[src/sv/tcrl_pkg.sv]
// Shared constants, types and helpers of the clock recovery loop.
package tcrl_pkg;

    localparam int CLOCK_WIDTH = 32;
    localparam int FRAC_W      = 16;
    localparam int FINE_WIDTH  = CLOCK_WIDTH + FRAC_W;
    localparam int SRC_W       = 32;
    localparam int TICKS_W     = 24;
    localparam int Q_W         = 48;
    localparam int SAT_W       = FINE_WIDTH + 2;

    localparam int ALPHA_W     = 24;
    localparam int GAIN_W      = 48;
    localparam int THR_W       = 16;

    localparam int PADDR_W     = 5;
    localparam int PDATA_W     = 64;

    localparam int DIG_W       = 24;
    localparam int PROD_W      = 2 * DIG_W;
    localparam int ACC_W       = 4 * DIG_W;

    localparam int SHIFT_TICKS = 30;
    localparam int SHIFT_ALPHA = 24;
    localparam int SHIFT_GAIN  = 18;

    localparam logic [ALPHA_W-1:0] ALPHA_RST = ALPHA_W'(1678);
    localparam logic [GAIN_W-1:0]  GAIN_RST  = GAIN_W'(5212500);
    localparam logic [THR_W-1:0]   THR_RST   = THR_W'(100);

    localparam logic [1:0] REG_ALPHA = 2'd0;
    localparam logic [1:0] REG_GAIN  = 2'd1;
    localparam logic [1:0] REG_THR   = 2'd2;

    // Rounding offset selects for the multiply-accumulate unit.
    localparam logic [1:0] RND_TICKS = 2'd0;
    localparam logic [1:0] RND_ALPHA = 2'd1;
    localparam logic [1:0] RND_GAIN  = 2'd2;

    localparam logic signed [Q_W-1:0] Q_MAX = {1'b0, {(Q_W-1){1'b1}}};
    localparam logic signed [Q_W-1:0] Q_MIN = {1'b1, {(Q_W-1){1'b0}}};

    typedef struct packed {
        logic                 init;
        logic [1:0]           rnd;
        logic                 issue;
        logic [1:0]           shift;
    } tcrl_mac_ctl_t;

    typedef struct packed {
        logic [ALPHA_W-1:0]   alpha;
        logic [GAIN_W-1:0]    gain;
        logic [THR_W-1:0]     thr;
    } tcrl_cfg_t;

    function automatic logic signed [Q_W-1:0] sat_q(input logic signed [SAT_W-1:0] v);
        logic signed [Q_W-1:0] r;
        if (v > SAT_W'(Q_MAX))
            r = Q_MAX;
        else if (v < SAT_W'(Q_MIN))
            r = Q_MIN;
        else
            r = v[Q_W-1:0];
        return r;
    endfunction

endpackage

[src/sv/tcrl_mac.sv]
// Shared 24x24 multiply-accumulate unit with registered partial product.
module tcrl_mac
    import tcrl_pkg::*;
(
    input  logic                 clk,
    input  logic                 rst_n,
    input  tcrl_mac_ctl_t        ctl,
    input  logic [DIG_W-1:0]     op_a,
    input  logic [DIG_W-1:0]     op_b,
    output logic [ACC_W-1:0]     acc
);

    logic [PROD_W-1:0] pp_reg,    pp_next;
    logic              pp_vld_reg, pp_vld_next;
    logic [1:0]        shift_reg, shift_next;
    logic [ACC_W-1:0]  acc_reg,   acc_next;
    logic [ACC_W-1:0]  rnd_const;

    assign pp_next     = PROD_W'(op_a) * PROD_W'(op_b);
    assign pp_vld_next = ctl.issue;
    assign shift_next  = ctl.shift;

    always_comb
    begin
        case (ctl.rnd)
            RND_TICKS: rnd_const = ACC_W'(1) << (SHIFT_TICKS - 1);
            RND_ALPHA: rnd_const = ACC_W'(1) << (SHIFT_ALPHA - 1);
            RND_GAIN:  rnd_const = ACC_W'(1) << (SHIFT_GAIN - 1);
            default:   rnd_const = '0;
        endcase
    end

    always_comb
    begin
        acc_next = acc_reg;
        if (ctl.init)
        begin
            acc_next = rnd_const;
        end
        else if (pp_vld_reg)
        begin
            case (shift_reg)
                2'd0:    acc_next = acc_reg + ACC_W'(pp_reg);
                2'd1:    acc_next = acc_reg + (ACC_W'(pp_reg) << DIG_W);
                2'd2:    acc_next = acc_reg + (ACC_W'(pp_reg) << (2 * DIG_W));
                default: acc_next = acc_reg;
            endcase
        end
    end

    always_ff @(posedge clk or negedge rst_n)
    begin
        if (!rst_n)
        begin
            pp_vld_reg <= 1'b0;
            shift_reg  <= '0;
        end
        else
        begin
            pp_vld_reg <= pp_vld_next;
            shift_reg  <= shift_next;
        end
    end

    always_ff @(posedge clk)
    begin
        pp_reg  <= pp_next;
        acc_reg <= acc_next;
    end

    assign acc = acc_reg;

endmodule

[src/sv/tcrl_regs.sv]
// APB configuration registers of the clock recovery loop.
module tcrl_regs
    import tcrl_pkg::*;
(
    input  logic                 clk,
    input  logic                 rst_n,
    input  logic                 psel,
    input  logic                 penable,
    input  logic                 pwrite,
    input  logic [PADDR_W-1:0]   paddr,
    input  logic [PDATA_W-1:0]   pwdata,
    output logic [PDATA_W-1:0]   prdata,
    output tcrl_cfg_t            cfg
);

    logic [ALPHA_W-1:0] alpha_reg, alpha_next;
    logic [GAIN_W-1:0]  gain_reg,  gain_next;
    logic [THR_W-1:0]   thr_reg,   thr_next;
    logic [1:0]         idx;
    logic               wr_en;

    assign idx   = paddr[PADDR_W-1:3];
    assign wr_en = psel && penable && pwrite;

    always_comb
    begin
        alpha_next = alpha_reg;
        gain_next  = gain_reg;
        thr_next   = thr_reg;
        if (wr_en)
        begin
            case (idx)
                REG_ALPHA: alpha_next = pwdata[ALPHA_W-1:0];
                REG_GAIN:  gain_next  = pwdata[GAIN_W-1:0];
                REG_THR:   thr_next   = pwdata[THR_W-1:0];
                default:   ;
            endcase
        end
    end

    always_comb
    begin
        prdata = '0;
        if (psel)
        begin
            case (idx)
                REG_ALPHA: prdata = PDATA_W'(alpha_reg);
                REG_GAIN:  prdata = PDATA_W'(gain_reg);
                REG_THR:   prdata = PDATA_W'(thr_reg);
                default:   prdata = '0;
            endcase
        end
    end

    always_ff @(posedge clk or negedge rst_n)
    begin
        if (!rst_n)
        begin
            alpha_reg <= ALPHA_RST;
            gain_reg  <= GAIN_RST;
            thr_reg   <= THR_RST;
        end
        else
        begin
            alpha_reg <= alpha_next;
            gain_reg  <= gain_next;
            thr_reg   <= thr_next;
        end
    end

    assign cfg.alpha = alpha_reg;
    assign cfg.gain  = gain_reg;
    assign cfg.thr   = thr_reg;

endmodule

[src/sv/timestamp_clock_recovery_loop_core.sv]
// Top level of the timestamp clock recovery loop: sequencer and datapath.
//
// Usage:
//   Timestamp channel (ts_valid/ts_ready, source_clock, local_ticks) takes one
//   received timestamp per request. Result channel (res_valid/res_ready) gives
//   one request per timestamp: recovered_clock, filtered_drift, drift_rate_out,
//   resynced. The APB port (8-byte register stride) holds filter_alpha,
//   scaled_loop_gain and resync_threshold; write it only while the loop is idle.
// Sequencing:
//   The first timestamp after reset loads the counters and goes straight to
//   the drift step. Every later timestamp runs the full sequence, and a new
//   timestamp is taken only once the last one's result is in the result
//   register. The sequence is set by the single 24x24 multiplier: eight
//   partial products (two for ticks times rate, two for the lowpass, four
//   for the loop gain), each product group followed by a drain step, plus
//   a state each for the counter, resync and saturation steps.
// Reset:
//   Counters, filter state and drift rate clear; registers take their defaults.
// Stalls:
//   The result register holds while res_ready is low; the loop may take the
//   next timestamp meanwhile, but parks before its own result until it drains.
module timestamp_clock_recovery_loop_core
    import tcrl_pkg::*;
(
    input  logic                     clk,
    input  logic                     rst_n,
    // timestamp channel
    input  logic                     ts_valid,
    output logic                     ts_ready,
    input  logic [SRC_W-1:0]         source_clock,
    input  logic [TICKS_W-1:0]       local_ticks,
    // result channel
    output logic                     res_valid,
    input  logic                     res_ready,
    output logic [SRC_W-1:0]         recovered_clock,
    output logic signed [Q_W-1:0]    filtered_drift,
    output logic signed [Q_W-1:0]    drift_rate_out,
    output logic                     resynced,
    // configuration
    input  logic                     psel,
    input  logic                     penable,
    input  logic                     pwrite,
    input  logic [PADDR_W-1:0]       paddr,
    input  logic [PDATA_W-1:0]       pwdata,
    output logic [PDATA_W-1:0]       prdata,
    output logic                     pready
);

    localparam int DELTA_W = 45;
    localparam int RA_W    = 43;
    localparam int RB_W    = 49;
    localparam logic [2:0] STEPS_SHORT = 3'd2;
    localparam logic [2:0] STEPS_LONG  = 3'd4;

    typedef enum logic [11:0] {
        S_IDLE   = 12'b0000_0000_0001,
        S_MUL_A  = 12'b0000_0000_0010,
        S_DELTA  = 12'b0000_0000_0100,
        S_CNT    = 12'b0000_0000_1000,
        S_GAP    = 12'b0000_0001_0000,
        S_DRIFT  = 12'b0000_0010_0000,
        S_MUL_B  = 12'b0000_0100_0000,
        S_FILT   = 12'b0000_1000_0000,
        S_PREP_C = 12'b0001_0000_0000,
        S_MUL_C  = 12'b0010_0000_0000,
        S_RATE   = 12'b0100_0000_0000,
        S_OUT    = 12'b1000_0000_0000
    } tcrl_state_t;

    tcrl_cfg_t      cfg;
    tcrl_mac_ctl_t  mac_ctl;
    logic [ACC_W-1:0] mac_acc;
    logic [DIG_W-1:0] mac_a, mac_b;

    // control state
    tcrl_state_t    state_reg, state_next;
    logic [2:0]     cnt_reg, cnt_next;
    logic           started_reg, started_next;
    logic           res_valid_reg, res_valid_next;

    // loop state
    logic [CLOCK_WIDTH-1:0]  int_reg, int_next;
    logic [FINE_WIDTH-1:0]   fine_reg, fine_next;
    logic signed [Q_W-1:0]   filt_reg, filt_next;
    logic signed [Q_W-1:0]   rate_reg, rate_next;
    logic                    resync_reg, resync_next;

    // working registers
    logic [SRC_W-1:0]        src_reg, src_next;
    logic [Q_W-1:0]          mag_reg, mag_next;
    logic [Q_W-1:0]          opb_reg, opb_next;
    logic                    neg_reg, neg_next;
    logic signed [DELTA_W-1:0] delta_reg, delta_next;

    // result register
    logic [SRC_W-1:0]        out_clk_reg, out_clk_next;
    logic signed [Q_W-1:0]   out_filt_reg, out_filt_next;
    logic signed [Q_W-1:0]   out_rate_reg, out_rate_next;
    logic                    out_rs_reg, out_rs_next;

    // datapath terms
    logic [RA_W-1:0]           ra;
    logic signed [DELTA_W-1:0] ra_s, delta_s, delta_rnd;
    logic [CLOCK_WIDTH-1:0]    inc_ext;
    logic signed [FINE_WIDTH-1:0] gap_s, drift_w;
    logic [FINE_WIDTH-1:0]     gap_mag;
    logic signed [Q_W-1:0]     drift_q;
    logic signed [Q_W:0]       diff_s;
    logic [Q_W-1:0]            diff_mag, rate_mag, filt_mag;
    logic [RB_W-1:0]           rb, rc;
    logic signed [RB_W:0]      rb_s, rc_s;
    logic signed [Q_W-1:0]     filt_upd, rate_upd;
    logic                      res_free;

    tcrl_regs u_regs (
        .clk     (clk),
        .rst_n   (rst_n),
        .psel    (psel),
        .penable (penable),
        .pwrite  (pwrite),
        .paddr   (paddr),
        .pwdata  (pwdata),
        .prdata  (prdata),
        .cfg     (cfg)
    );

    tcrl_mac u_mac (
        .clk   (clk),
        .rst_n (rst_n),
        .ctl   (mac_ctl),
        .op_a  (mac_a),
        .op_b  (mac_b),
        .acc   (mac_acc)
    );

    assign pready = 1'b1;

    // Digit select: cnt bit 0 walks the magnitude, bit 1 walks the coefficient.
    assign mac_a = cnt_reg[0] ? mag_reg[2*DIG_W-1:DIG_W] : mag_reg[DIG_W-1:0];
    assign mac_b = cnt_reg[1] ? opb_reg[2*DIG_W-1:DIG_W] : opb_reg[DIG_W-1:0];

    // Ticks times rate, rounded, signed, plus the whole-tick advance.
    assign ra      = mac_acc[SHIFT_TICKS+RA_W-1:SHIFT_TICKS];
    assign ra_s    = neg_reg ? -$signed({2'b00, ra}) : $signed({2'b00, ra});
    assign delta_s = $signed({5'b0, opb_reg[TICKS_W-1:0], {FRAC_W{1'b0}}}) + ra_s;

    // Round the Q.16 advance half up to whole ticks for the integer counter.
    assign delta_rnd = delta_reg + $signed(DELTA_W'(32768));
    assign inc_ext   = CLOCK_WIDTH'($signed(delta_rnd[DELTA_W-1:FRAC_W]));

    // Gap between fine and integer counters.
    assign gap_s   = $signed(fine_reg - {int_reg, {FRAC_W{1'b0}}});
    assign gap_mag = gap_s[FINE_WIDTH-1] ? FINE_WIDTH'(-gap_s) : FINE_WIDTH'(gap_s);

    // Drift of the source against the fine counter, and its step into the filter.
    assign drift_w  = $signed({CLOCK_WIDTH'(src_reg), {FRAC_W{1'b0}}} - fine_reg);
    assign drift_q  = sat_q(SAT_W'(drift_w));
    assign diff_s   = $signed({drift_q[Q_W-1], drift_q}) - $signed({filt_reg[Q_W-1], filt_reg});
    assign diff_mag = diff_s[Q_W] ? Q_W'(-diff_s) : Q_W'(diff_s);

    assign rate_mag = rate_reg[Q_W-1] ? Q_W'(-rate_reg) : Q_W'(rate_reg);
    assign filt_mag = filt_reg[Q_W-1] ? Q_W'(-filt_reg) : Q_W'(filt_reg);

    // Lowpass update.
    assign rb       = mac_acc[SHIFT_ALPHA+RB_W-1:SHIFT_ALPHA];
    assign rb_s     = $signed({1'b0, rb});
    assign filt_upd = sat_q(SAT_W'(filt_reg) + SAT_W'(neg_reg ? -rb_s : rb_s));

    // Rate update; clamp the gain product at 2^48, which saturates the rate anyway
    // and keeps the sum inside the saturation width.
    assign rc       = (|mac_acc[ACC_W-1:SHIFT_GAIN+RB_W-1]) ? {1'b1, {(RB_W-1){1'b0}}}
                                                             : mac_acc[SHIFT_GAIN+RB_W-1:SHIFT_GAIN];
    assign rc_s     = $signed({1'b0, rc});
    assign rate_upd = sat_q(SAT_W'(rate_reg) + SAT_W'(neg_reg ? -rc_s : rc_s));

    assign res_free = !res_valid_reg || res_ready;
    assign ts_ready = (state_reg == S_IDLE);

    always_comb
    begin
        state_next     = state_reg;
        cnt_next       = cnt_reg;
        started_next   = started_reg;
        res_valid_next = res_valid_reg && !res_ready;
        int_next       = int_reg;
        fine_next      = fine_reg;
        filt_next      = filt_reg;
        rate_next      = rate_reg;
        resync_next    = resync_reg;
        src_next       = src_reg;
        mag_next       = mag_reg;
        opb_next       = opb_reg;
        neg_next       = neg_reg;
        delta_next     = delta_reg;
        out_clk_next   = out_clk_reg;
        out_filt_next  = out_filt_reg;
        out_rate_next  = out_rate_reg;
        out_rs_next    = out_rs_reg;
        mac_ctl.init   = 1'b0;
        mac_ctl.rnd    = RND_TICKS;
        mac_ctl.issue  = 1'b0;
        mac_ctl.shift  = 2'(cnt_reg[0]) + 2'(cnt_reg[1]);

        case (state_reg)
            S_IDLE:
            begin
                if (ts_valid)
                begin
                    src_next    = source_clock;
                    opb_next    = Q_W'(local_ticks);
                    resync_next = 1'b0;
                    if (!started_reg)
                    begin
                        // First timestamp: load both counters, clear the loop.
                        started_next = 1'b1;
                        int_next     = CLOCK_WIDTH'(source_clock);
                        fine_next    = {CLOCK_WIDTH'(source_clock), {FRAC_W{1'b0}}};
                        filt_next    = '0;
                        rate_next    = '0;
                        state_next   = S_DRIFT;
                    end
                    else
                    begin
                        mag_next     = rate_mag;
                        neg_next     = rate_reg[Q_W-1];
                        mac_ctl.init = 1'b1;
                        mac_ctl.rnd  = RND_TICKS;
                        cnt_next     = '0;
                        state_next   = S_MUL_A;
                    end
                end
            end
            S_MUL_A:
            begin
                if (cnt_reg == STEPS_SHORT)
                begin
                    state_next = S_DELTA;
                end
                else
                begin
                    mac_ctl.issue = 1'b1;
                    cnt_next      = cnt_reg + 3'd1;
                end
            end
            S_DELTA:
            begin
                delta_next = delta_s;
                state_next = S_CNT;
            end
            S_CNT:
            begin
                int_next   = int_reg + inc_ext;
                fine_next  = fine_reg + FINE_WIDTH'(delta_reg);
                state_next = S_GAP;
            end
            S_GAP:
            begin
                if (gap_mag > FINE_WIDTH'({cfg.thr, {FRAC_W{1'b0}}}))
                begin
                    fine_next   = {int_reg, {FRAC_W{1'b0}}};
                    resync_next = 1'b1;
                end
                state_next = S_DRIFT;
            end
            S_DRIFT:
            begin
                mag_next     = diff_mag;
                neg_next     = diff_s[Q_W];
                opb_next     = Q_W'(cfg.alpha);
                mac_ctl.init = 1'b1;
                mac_ctl.rnd  = RND_ALPHA;
                cnt_next     = '0;
                state_next   = S_MUL_B;
            end
            S_MUL_B:
            begin
                if (cnt_reg == STEPS_SHORT)
                begin
                    state_next = S_FILT;
                end
                else
                begin
                    mac_ctl.issue = 1'b1;
                    cnt_next      = cnt_reg + 3'd1;
                end
            end
            S_FILT:
            begin
                filt_next  = filt_upd;
                state_next = S_PREP_C;
            end
            S_PREP_C:
            begin
                mag_next     = filt_mag;
                neg_next     = filt_reg[Q_W-1];
                opb_next     = cfg.gain;
                mac_ctl.init = 1'b1;
                mac_ctl.rnd  = RND_GAIN;
                cnt_next     = '0;
                state_next   = S_MUL_C;
            end
            S_MUL_C:
            begin
                if (cnt_reg == STEPS_LONG)
                begin
                    state_next = S_RATE;
                end
                else
                begin
                    mac_ctl.issue = 1'b1;
                    cnt_next      = cnt_reg + 3'd1;
                end
            end
            S_RATE:
            begin
                rate_next  = rate_upd;
                state_next = S_OUT;
            end
            S_OUT:
            begin
                // Hold here until the result register is free.
                if (res_free)
                begin
                    out_clk_next   = int_reg[SRC_W-1:0];
                    out_filt_next  = filt_reg;
                    out_rate_next  = rate_reg;
                    out_rs_next    = resync_reg;
                    res_valid_next = 1'b1;
                    state_next     = S_IDLE;
                end
            end
            default:
            begin
                state_next = S_IDLE;
            end
        endcase
    end

    always_ff @(posedge clk or negedge rst_n)
    begin
        if (!rst_n)
        begin
            state_reg     <= S_IDLE;
            cnt_reg       <= '0;
            started_reg   <= 1'b0;
            res_valid_reg <= 1'b0;
            int_reg       <= '0;
            fine_reg      <= '0;
            filt_reg      <= '0;
            rate_reg      <= '0;
            resync_reg    <= 1'b0;
        end
        else
        begin
            state_reg     <= state_next;
            cnt_reg       <= cnt_next;
            started_reg   <= started_next;
            res_valid_reg <= res_valid_next;
            int_reg       <= int_next;
            fine_reg      <= fine_next;
            filt_reg      <= filt_next;
            rate_reg      <= rate_next;
            resync_reg    <= resync_next;
        end
    end

    always_ff @(posedge clk)
    begin
        src_reg      <= src_next;
        mag_reg      <= mag_next;
        opb_reg      <= opb_next;
        neg_reg      <= neg_next;
        delta_reg    <= delta_next;
        out_clk_reg  <= out_clk_next;
        out_filt_reg <= out_filt_next;
        out_rate_reg <= out_rate_next;
        out_rs_reg   <= out_rs_next;
    end

    assign res_valid       = res_valid_reg;
    assign recovered_clock = out_clk_reg;
    assign filtered_drift  = out_filt_reg;
    assign drift_rate_out  = out_rate_reg;
    assign resynced        = out_rs_reg;

endmodule

[config.mk]
export PLATFORM = sky130hd
export DESIGN_NAME = timestamp_clock_recovery_loop_core
export DESIGN_NICKNAME = d
export VERILOG_FILES = /design/src/sv/tcrl_pkg.sv /design/src/sv/tcrl_mac.sv /design/src/sv/tcrl_regs.sv /design/src/sv/timestamp_clock_recovery_loop_core.sv
export SDC_FILE = /design/constraint.sdc
export NUM_CORES = 2
export LEC_CHECK = 0
export ABC_CLOCK_PERIOD_IN_PS = 24200
export BUFFER_PORTS_ARGS = -buffer_cell sky130_fd_sc_hd__buf_2
export CELL_PAD_IN_SITES_DETAIL_PLACEMENT = 2
export CELL_PAD_IN_SITES_GLOBAL_PLACEMENT = 2
export CORE_AREA = 5 5 686 348
export DETAILED_ROUTE_END_ITERATION = 6
export DIE_AREA = 0 0 691 353
export PLACE_DENSITY = 0.7
export SLEW_MARGIN = 0
export SYNTH_ARGS = -nofsm -noshare
export SYNTH_HDL_FRONTEND = slang
export SYNTH_SLANG_ARGS = --single-unit
[constraint.sdc]
create_clock -name clk -period 24.2 [get_ports clk]
set_input_delay 1.21 -clock clk [delete_from_list [all_inputs] [get_ports clk]]
set_output_delay 1.21 -clock clk [all_outputs]
set_load 0.01 [all_outputs]
== Word level (Yosys, flattened, before mapping) ==
Cells that the tools add are included.
Widths: inputs -> output; s select.
Word-level totals
  register bits: 732
  bits in latches: 0
  memory bits (writable): 0
  memory bits (read-only): 0
  input bits: 132
  word-level logic and storage cells: 184
  memories kept: 0
Operators by class
  $add $sub $neg: 21
  multipliers: 1
  div/mod/pow operators: 0
  $lt $le $gt $ge: 7
  eq/ne operators: 30
  shifts and indexed selects: 0
  mux-type cells: 64
  bitwise logic cells: 0
  reductions and logical operators: 36
Operator list (number)
  $mux 48: 18
  $pmux 48 s3: 4
  $pmux 96 s3: 1
  $mux 96: 2
  $neg 48->48: 4
  $pmux 48 s2: 2
  $pmux 12 s12: 1
  $add 48x50->50: 2
  $gt 50x48->1 const B: 2
  $lt 50x48->1 const B: 2
  $mux 50: 2
  $neg 49->50: 2
  $add 96x48->96: 1
  $add 96x72->96: 1
  $add 96x96->96: 1
  $sub 48x48->48: 2
  $pmux 30 s3: 1
  $mux 32: 2
  $mux 64: 1
  $pmux 32 s2: 1
  $mux 12: 5
  $mux 49: 1
  $sub 48x48->49: 1
  $add 48x48->48: 1
  other kinds (50): 99

== Logic depth before layout (Yosys ltp) ==
  depth after elaboration: 9
  gate-level depth with buffers: 33
  gate-level depth less buffers: 29

== Modules after synthesis ==
A second synthesis with hierarchy kept.
Second synthesis, totals
  cell total of the unflattened synthesis: 9426
  area, all modules: 82437.8 µm²
Modules (own cells, without submodules)
  timestamp_clock_recovery_loop_core: instances 1, cells an instance 5028, area an instance 43743.2 µm², seq. area each 13954.6 µm²
  tcrl_mac: instances 1, cells an instance 4074, area an instance 34411.8 µm², seq. area each 3918.8 µm²
  tcrl_regs: instances 1, cells an instance 324, area an instance 4282.9 µm², seq. area each 2227.1 µm²

== Worst setup path before layout ==
OpenSTA, ideal clock, no wires.
  kind: flip-flop to flip-flop
  from: register cnt_reg[0]
  to: register u_mac.pp_reg[45]
  library setup time: 120 ps
  arrival time: 8180 ps
  required time: 24080 ps
  setup slack: 15901 ps
  cell stages (with the launch flop): 28
  buffers on the path: 3
  period minus slack after synthesis: 8299 ps
  cells stage by stage: dfrtp_1 -> clkbuf_1 -> clkbuf_1 -> buf_1 -> mux2i_1 -> nor2_1 -> fa_1 -> fa_1 -> fa_1 -> inv_1 -> fa_1 -> fa_1 -> inv_1 -> fa_1 -> fa_1 -> ha_1 -> nor2b_1 -> a2111oi_0 -> o221ai_1 -> a21oi_1 -> o211ai_1 -> a31oi_1 -> o21ai_0 -> a211oi_1 -> o31ai_1 -> a21boi_0 -> nor4bb_1 -> a211o_1
Between the ends
  longest elaborated chain between the ends: 2
RTL lines
  from (decl): RTL line timestamp_clock_recovery_loop_core.sv:77  | logic [2:0] cnt_reg, cnt_next;
  from (signal assigned): RTL line timestamp_clock_recovery_loop_core.sv:356  | cnt_reg <= cnt_next;
  $mux 24: RTL line timestamp_clock_recovery_loop_core.sv:139  | assign mac_a = cnt_reg[0] ? mag_reg[2*DIG_W-1:DIG_W] : mag_reg[DIG_W-1:0];
  $mul 24x24->48: RTL line tcrl_mac.sv:19  | assign pp_next = PROD_W'(op_a) * PROD_W'(op_b);
  via u_mac.pp_next[45]: RTL line tcrl_mac.sv:13  | logic [PROD_W-1:0] pp_reg, pp_next;
  to (signal assigned): RTL line tcrl_mac.sv:67  | pp_reg <= pp_next;
  to (decl): RTL line tcrl_mac.sv:13
The timed path passes the listed nets, and every way through them passes these cells.
A chain may end at the register's enable or synchronous reset.

== Final worst setup path ==
Ends and elaborated chain as after synthesis.

==> impl_metrics.toml <==
[grt]
grt_max_degree = 133
gr-total-overflow = 0
grt_pass1_wl_um = 541100
globalRouteMet2Util = 0.4568
grt_pass1_vias = 77910
met1_usage = 0.4301
grt_use_total = 0.2962
use_met3 = 0.05060
antenna_found_initial = 26
grt_busiest_layer = "met2"

[clocking]
cts.repair.resized = 0
clock_path_buffers = 3
clk_pin_slew_ns = 0.07
clock-sinks = 732
clock_latency_ns = 0.77
htreeDepth = 3
cts-root-buf = "clkbuf_16"
cts_tree = "built"
cts_buffers = 84
cts_hold_buf = 0
cts_setup_buffers = 0

[die]
initial_core_util = 0.3495
die-area_um2 = 243900
io-pin-count = 328
die_w_um = 691
core_um2 = 231500
core.rowCount = 125
die_y_um = 353

[worst_setup_path]
worstSetupStartpointType = "flip-flop"
path_buf_inv = 3
cp_max_fo = 52
critPathCaptureType = "flip-flop"
critical_path_arrival_ns = 10.57
critPathMostFrequentCell = "fa_1"
slowest_stage = "mux2i_1"
path_delay_family = "adder cells"
setup.worst_path.class = "flip-flop to flip-flop"
slowest_delay_ns = 1.04
required_ns = 24.81

[hold_path]
holdCritPathClass = "primary input to async pin"

[detailed_routing]
via_count = 74150
first_iter_violations = 6407
routed_via_density = 5.932
drc_errors = 0
routed_wl_um = 372900
drtAntennaViolNets = 0
routedWlPerCell_um = 29.83
dr.pass1.iters = 5

[synthesis]
synth_cell_types = 118
synthTopCellsByArea = "edfxtp_1 15%, fa_1 12%, ha_1 10%"
ys_async_sr_fraction = 0.3893
yosysWarnings = 0
synthCells = 9181
synth.top_cell.area_share = 0.1481
ys_ff_latch = 732
synth.yosys.seq_area_share = 0.2484
synth_edf_count = 399
synth.avg_cell_area_um2 = 8.812
synth.largest_area_cell = "edfxtp_1"
synth_flop_cell = "edfxtp_1"
syn_area_um2 = 80900

[finish]
fin_area_um2 = 88970
largest_reg_flops = 96
layout-drive-gt1-share = 0.09195
area_growth_pct = 9.969
final_util = 0.3844
layout_common_cells = "965 x nand2_1, 807 x inv_1, 656 x ha_1, 630 x nor2_1, 560 x a21oi_1"
fin_nets = 10590
final_common_cell = "nand2_1"

[timing]
fin_worst_skew_ns = 0.06527
drv_slew = 0
post-route-period-util = 0.4116
fin_tns_setup_ns = 0
min_period_ns = 9.961
relSlewSlack = 0.05517
hold_viol = 0
tightest_slew_ns = 1.407
finalSetupViolations = 0
max_freq_mhz = 100.4
rsz0062_at_grt = "false"
setup_slack_ns = 14.24

[job]
cap_violations = 0

[placement]
hpwl_um = 293900
place_congestion = 0.9172
numPortBuffers = 291
pre_cts_ws_ns = 14.38
place_area_um2 = 85970

[status]
outcome = "completed"
==> cells in the mapped netlist (26+ instances only) <==
master / instances
nor3_1: 142
buf_1: 36
nand4_1: 80
ha_1: 659
or4_1: 38
a21oi_1: 562
inv_1: 809
nand2_1: 966
nand2b_1: 99
dfrtp_1: 264
o21bai_1: 72
a31oi_1: 61
a211oi_1: 109
o21a_1: 77
o31ai_1: 82
o41ai_1: 26
and2_1: 114
xor2_1: 269
nand3_1: 175
clkbuf_1: 334
a22oi_1: 86
o21ai_1: 91
and3_1: 105
mux2i_1: 131
edfxtp_1: 399
or3_1: 91
nor4_1: 61
o211ai_1: 41
o21ai_0: 411
dfxtp_1: 48
a221oi_1: 55
fa_1: 492
a221o_1: 62
mux2_2: 132
xnor2_1: 516
a21o_1: 273
or2_2: 32
nor2_1: 636
nor2b_1: 58
==> final cells by class <==
type | instances | area, um2
Tap cell | 3111 | 3892
Fill cell | 25770 | 142500
Clock buffer | 119 | 2491
Inverter | 812 | 3050
Antenna cell | 14 | 35.03
Multi-Input combinational cell | 7240 | 56360
Sequential cell | 732 | 20110
Clock inverter | 38 | 471.7
Timing Repair Buffer | 434 | 2565
==> worst register-to-register path: cells and delay by family (launching register included) <==
family	cells	cell delay [ns]
adders and majority gates	8	4.05
AOI/OAI and AO/OA	10	3.18
muxes	1	1.08
buffers and inverters	3	0.72
and+or+nand+nor	3	0.47
DFF	1	0.34
==> cells by family (layout without fill, tap and decap cells) <==
kind of cell | after synthesis | after routing | share of synthesized area
compound gates | 2306 | 2306 | 0.1893
xor+xnor | 788 | 788 | 0.08558
fa+ha+maj | 1151 | 1151 | 0.2237
buf+inv | 1224 | 1403 | 0.05829
flops | 732 | 732 | 0.2484
mux | 273 | 273 | 0.03597
other cells | 2 | 31 | 0.00009283
simple gates | 2705 | 2705 | 0.1586
==> worst paths after layout <==
kind,from,end,slack (ns),cells after the start
min reg2reg,fine_reg[16],fine_reg[16],0.53,1
min in group clk,fine_reg[16],fine_reg[16],0.53,1
max reg2reg,cnt_reg[0],u_mac.pp_reg[45],14.24,25
min,rst_n,rate_reg[42],0.49,1
max in group asynchronous,rst_n,u_regs.gain_reg[34],20.94,4
max,cnt_reg[0],u_mac.pp_reg[45],14.24,25
==> metal layers <==
layer | vias up | share of wire
met5 | - | 0.000064
met3 | 404 | 0.072
li1 | 32690 | -
met2 | 2140 | 0.43
met1 | 38920 | 0.47
met4 | 4 | 0.025
==> stage by stage <==
stage	cells	hold slack, ns
finish	12500	0.4899
global placement	12330	0.5027
CTS	12490	0.4572
detailed placement	12330	0.5122
floorplan	9196	0.4253
global route	12490	0.5108
Power is not shown: default switching activity piles up to over one toggle a cycle in this logic, so the estimate is an artifact.
